File: src/rtl/core/aos_pkg.sv
// -----------------------------------------------------------------------------
// aos_pkg
// Types and codes shared by the box overlap scanner.
// -----------------------------------------------------------------------------
package aos_pkg;

  // Item kinds carried by the mode field.
  localparam logic MODE_WRITE = 1'b0;
  localparam logic MODE_QUERY = 1'b1;

  // Query test kinds; unlisted codes run the full box test.
  localparam logic [2:0] KIND_FULL   = 3'd0;
  localparam logic [2:0] KIND_LEFT   = 3'd1;
  localparam logic [2:0] KIND_RIGHT  = 3'd2;
  localparam logic [2:0] KIND_TOP    = 3'd3;
  localparam logic [2:0] KIND_BOTTOM = 3'd4;

  // Width of the widened coordinate arithmetic.
  localparam int unsigned CW = 18;

  // One stored box, as held in the table memory.
  typedef struct packed {
    logic [15:0] tag;
    logic [14:0] height;
    logic [14:0] width;
    logic [15:0] y;
    logic [15:0] x;
  } entry_t;

  // Query span, margin and tag, fixed for the duration of one scan.
  typedef struct packed {
    logic signed [CW-1:0] xlo;
    logic signed [CW-1:0] xhi;
    logic signed [CW-1:0] ylo;
    logic signed [CW-1:0] yhi;
    logic signed [12:0]   margin;
    logic [15:0]          tag;
  } query_t;

endpackage

File: src/rtl/core/aos_table.sv
// -----------------------------------------------------------------------------
// aos_table
// Box table memory: one write port and one read port with registered data.
// -----------------------------------------------------------------------------
module aos_table
  import aos_pkg::*;
#(
  parameter int unsigned DEPTH = 64,
  parameter int unsigned IDX_W = 6
) (
  input  logic             clk,
  input  logic             wr_en,
  input  logic [IDX_W-1:0] wr_addr,
  input  entry_t           wr_data,
  input  logic             rd_en,
  input  logic [IDX_W-1:0] rd_addr,
  output entry_t           rd_data
);

  entry_t mem [DEPTH];
  entry_t rd_data_r;

  // Write port.
  always_ff @(posedge clk) begin
    if (wr_en) begin
      mem[wr_addr] <= wr_data;
    end
  end

  // Read port with registered data.
  always_ff @(posedge clk) begin
    if (rd_en) begin
      rd_data_r <= mem[rd_addr];
    end
  end

  assign rd_data = rd_data_r;

endmodule

File: config.mk
export PLATFORM = sky130hd
export DESIGN_NAME = aos_table
export DESIGN_NICKNAME = d
export VERILOG_FILES = /design/src/rtl/core/aos_pkg.sv /design/src/rtl/core/aos_table.sv
export SDC_FILE = /design/constraint.sdc
export NUM_CORES = 2
export LEC_CHECK = 0
export BUFFER_PORTS_ARGS = -buffer_cell sky130_fd_sc_hd__buf_4
export CORE_UTILIZATION = 50
export CTS_BUF_LIST = sky130_fd_sc_hd__clkbuf_8 sky130_fd_sc_hd__clkbuf_16
export DETAILED_ROUTE_END_ITERATION = 10
export PLACE_DENSITY_LB_ADDON = 0.15
export SLEW_MARGIN = 10
export SYNTH_ARGS = -nofsm -noshare
export SYNTH_HDL_FRONTEND = slang
export SYNTH_MEMORY_MAX_BITS = 65536
export SYNTH_SLANG_ARGS = --single-unit
File: constraint.sdc
create_clock -name clk -period 8.3 [get_ports clk]
set_input_delay 0.83 -clock clk [delete_from_list [all_inputs] [get_ports clk]]
set_output_delay 0.83 -clock clk [all_outputs]
set_load 0.1 [all_outputs]
==> results.sh <==
export IMPL_gp_congestion=0.772
export IMPL_drive_gt1_share_pct=27.3
export IMPL_end_kind="flip-flop"
export IMPL_synth_edf_count=5070
export IMPL_synth_fp_nets=8330
export IMPL_top_level_ports=171
export IMPL_grt_pass1_wl_um=763000
export IMPL_final_cells=14200
export IMPL_rrSetupSlack_ns=5.96
export IMPL_cp_slowest_stage_delay_ns=0.80
export IMPL_die_area_mm2=0.386
export IMPL_yosysWarnings=0
export IMPL_worstRegToRegCells=5
export IMPL_relSlewSlack_pct=15.9
export IMPL_syn2layout_area_growth_pct=12.7
export IMPL_path_max_fanout=92
export IMPL_clkTransAtPathRegs_ns=0.06
export IMPL_initialDrtViolationCount=13000
export IMPL_antenna_left=0
export IMPL_port_buffers=170
export IMPL_r2r_start="mem[16][63]"
export IMPL_cts_resized=0
export IMPL_p_leak_nw=67.2
export IMPL_cts_setup_buffers=0
export IMPL_cp_endpoint="rd_data[64]"
export IMPL_worstPathCellList="buf_16 > buf_4 > buf_4 > mux4_2 > nor2b_1 > a211oi_1 > o22ai_1 > and3_1"
export IMPL_ys_seq_area_share_pct=79.4
export IMPL_grt_max_degree=116
export IMPL_cts_root_buffer="clkbuf_16"
export IMPL_fin_skew_ns=0.0463
export IMPL_critPathMostFrequentCell="buf_4"
export IMPL_p_per_area_mw_per_mm2=247
export IMPL_crit_arrival_ns=4.39
export IMPL_drc=0
export IMPL_insertion_delay_ns=1.04
export IMPL_gr_usage_met3_pct=4.47
export IMPL_drv_cap=0
export IMPL_synth_most_common_cell="edfxtp_1"
export IMPL_grtUsageMet2_pct=46.5
export IMPL_fmax_ghz=0.279
export IMPL_gr_total_overflow=0
export IMPL_seq_area_mm2=0.152
export IMPL_syn_inst=8237
export IMPL_cp_start_kind="input pin"
export IMPL_fillerInstances=27700
export IMPL_ctsHoldBuffers=0
export IMPL_syn_avg_cell_area_um2=23.3
export IMPL_rsz0062_at_grt="false"
export IMPL_final_nets=8794
export IMPL_async_reset_ff_share_pct=0
export IMPL_wl_um=552000
export IMPL_fin_crit_sh_pct=43.2
export IMPL_vias=94700
export IMPL_crit_start="rd_addr[0]"
export IMPL_p_total_w=0.0534
export IMPL_htreeDepth=6
export IMPL_syn_area_mm2=0.192
export IMPL_dp_cells=13200
export IMPL_required_ns=9.10
export IMPL_cpMaxStageDelayCell="buf_4"
export IMPL_multi_input_area_mm2=0.0376
export IMPL_cts_tree="done"
export IMPL_clk_path_buf_depth=4
export IMPL_numClockSinks=5070
export IMPL_status="complete, no violations"
export IMPL_max_vdd_ir_drop_mv=0.225
export IMPL_grt_pass1_vias=95300
export IMPL_finalMaxSlewViolations=0
export IMPL_post_drt_wl_per_cell_um=39.0
export IMPL_chipHeight_um=621
export IMPL_synth_common_cells="5,070 x edfxtp_1, 1,248 x mux4_2, 221 x nand2_1"
export IMPL_hold_class="input pin to flip-flop"
export IMPL_use_met1_pct=40.1
export IMPL_synth_ff_type="edfxtp_1"
export IMPL_synthDistinctLibCells=30
export IMPL_synth_seq_cells=5070
export IMPL_synth_area_leaders="edfxtp_1 79%, mux4_2 15%, mux2i_1 0.81%"
export IMPL_core_mm2=0.382
export IMPL_grt_busiest_layer="met2"
export IMPL_tns_ns=0
export IMPL_synth_top_area_cell="edfxtp_1"
export IMPL_grtUsageTotal_pct=28.5
export IMPL_rows=227
export IMPL_dieWidth_um=621
export IMPL_rr_endpoint="rd_data[63]"
export IMPL_initial_core_util_pct=50.2
export IMPL_fin_crit_ns=3.59
export IMPL_setup_viol=0
export IMPL_dr_pass1_iters=6
export IMPL_synth_top_area_share_pct=79.4
export IMPL_vias_per_cell=6.69
export IMPL_antenna_found_initial=29
export IMPL_cts_buffers_inserted=528
export IMPL_crit_type="input pin to flip-flop"
export IMPL_tightest_slew_ns=1.26
export IMPL_post_dp_hpwl_um=269000
export IMPL_final_hold_violation_count=0
-- worst min path at each step --
stage	startpoint	endpoint	slack [ns]	depth (start not counted)
floorplan	mem[26][0]	rd_data[0]	0.83	5
global placement	mem[58][26]	rd_data[26]	0.89	4
detailed placement	mem[58][42]	rd_data[42]	0.89	4
CTS	wr_data[25]	mem[48][25]	0.24	1
global route	wr_data[0]	mem[22][0]	0.30	1
finish	wr_data[25]	mem[49][25]	0.30	1
-- state kept, by name (all words and copies together), names as in the netlist --
register and cells:
mem 4992, rd_data 78
-- worst max-delay path: cells and delay by family --
kind,cells,cell delay (ns)
multiplexers,1,0.59
buffers and inverters,3,2.01
AO/OA/AOI/OAI,2,0.47
AND/OR/NAND/NOR,2,0.32
-- kinds of logic (layout without fill, tap and decap cells) --
kind of cell / Yosys count / count (layout) / share of synthesized area [%]
AND/OR/NAND/NOR: 848 / 848 / 2.19
multiplexers: 1404 / 1404 / 15.5
AO/OA/AOI/OAI: 441 / 441 / 1.66
buffers and inverters: 474 / 1343 / 1.26
other: 0 / 10 / 0
flip-flops: 5070 / 5070 / 79.4
-- placed cells by master (no fill, tap or decap), types with 30 or more instances in the layout --
cell type	instances
clkinv_2	80
inv_1	127
a22oi_1	156
nor2_4	64
a41oi_1	52
edfxtp_1	5070
or2_2	54
mux4_2	1248
nand3_1	213
nor2b_1	31
o21ai_0	30
nand4_1	106
nand2_1	217
clkbuf_16	543
o22ai_1	104
buf_12	53
clkinv_1	113
buf_4	351
or3_1	55
mux2i_1	156
o221ai_1	52
nor2_1	55
-- area by class of cell --
type	count	area share (%)
Clock inverter	392	1.19
Tap cell	5038	2.92
Clock buffer	543	6.29
Timing Repair Buffer	408	1.74
Multi-Input combinational cell	2693	17.4
Antenna cell	10	0.0116
Sequential cell	5070	70.4
-- report_power, final --
part	internal (W)	leakage [nW]	switching, W
logic	0.000867	13.1	0.00177
clock network	0.0125	8.44	0.00976
registers	0.0284	45.7	0.0000879
total	0.0418	67.2	0.0116
-- routing by layer --
metal  up-vias  part of all wire (%)
li1      36300                     -
met4         8                   3.3
met3       928                   8.9
met1     52300                    39
met5         -                0.0082
met2      5070                    49
-- stage by stage --
stage	worst slack, ns	area [um^2]	util [%]	hold slack (ns)
floorplan	1.05	192000	-	0.830
global placement	3.55	200000	52.3	0.885
detailed placement	3.51	200000	52.3	0.894
CTS	4.64	216000	56.6	0.239
global route	4.34	216000	56.6	0.297
finish	4.71	216000	56.6	0.298
No activity file was read; power rests on OpenSTA's default activity.
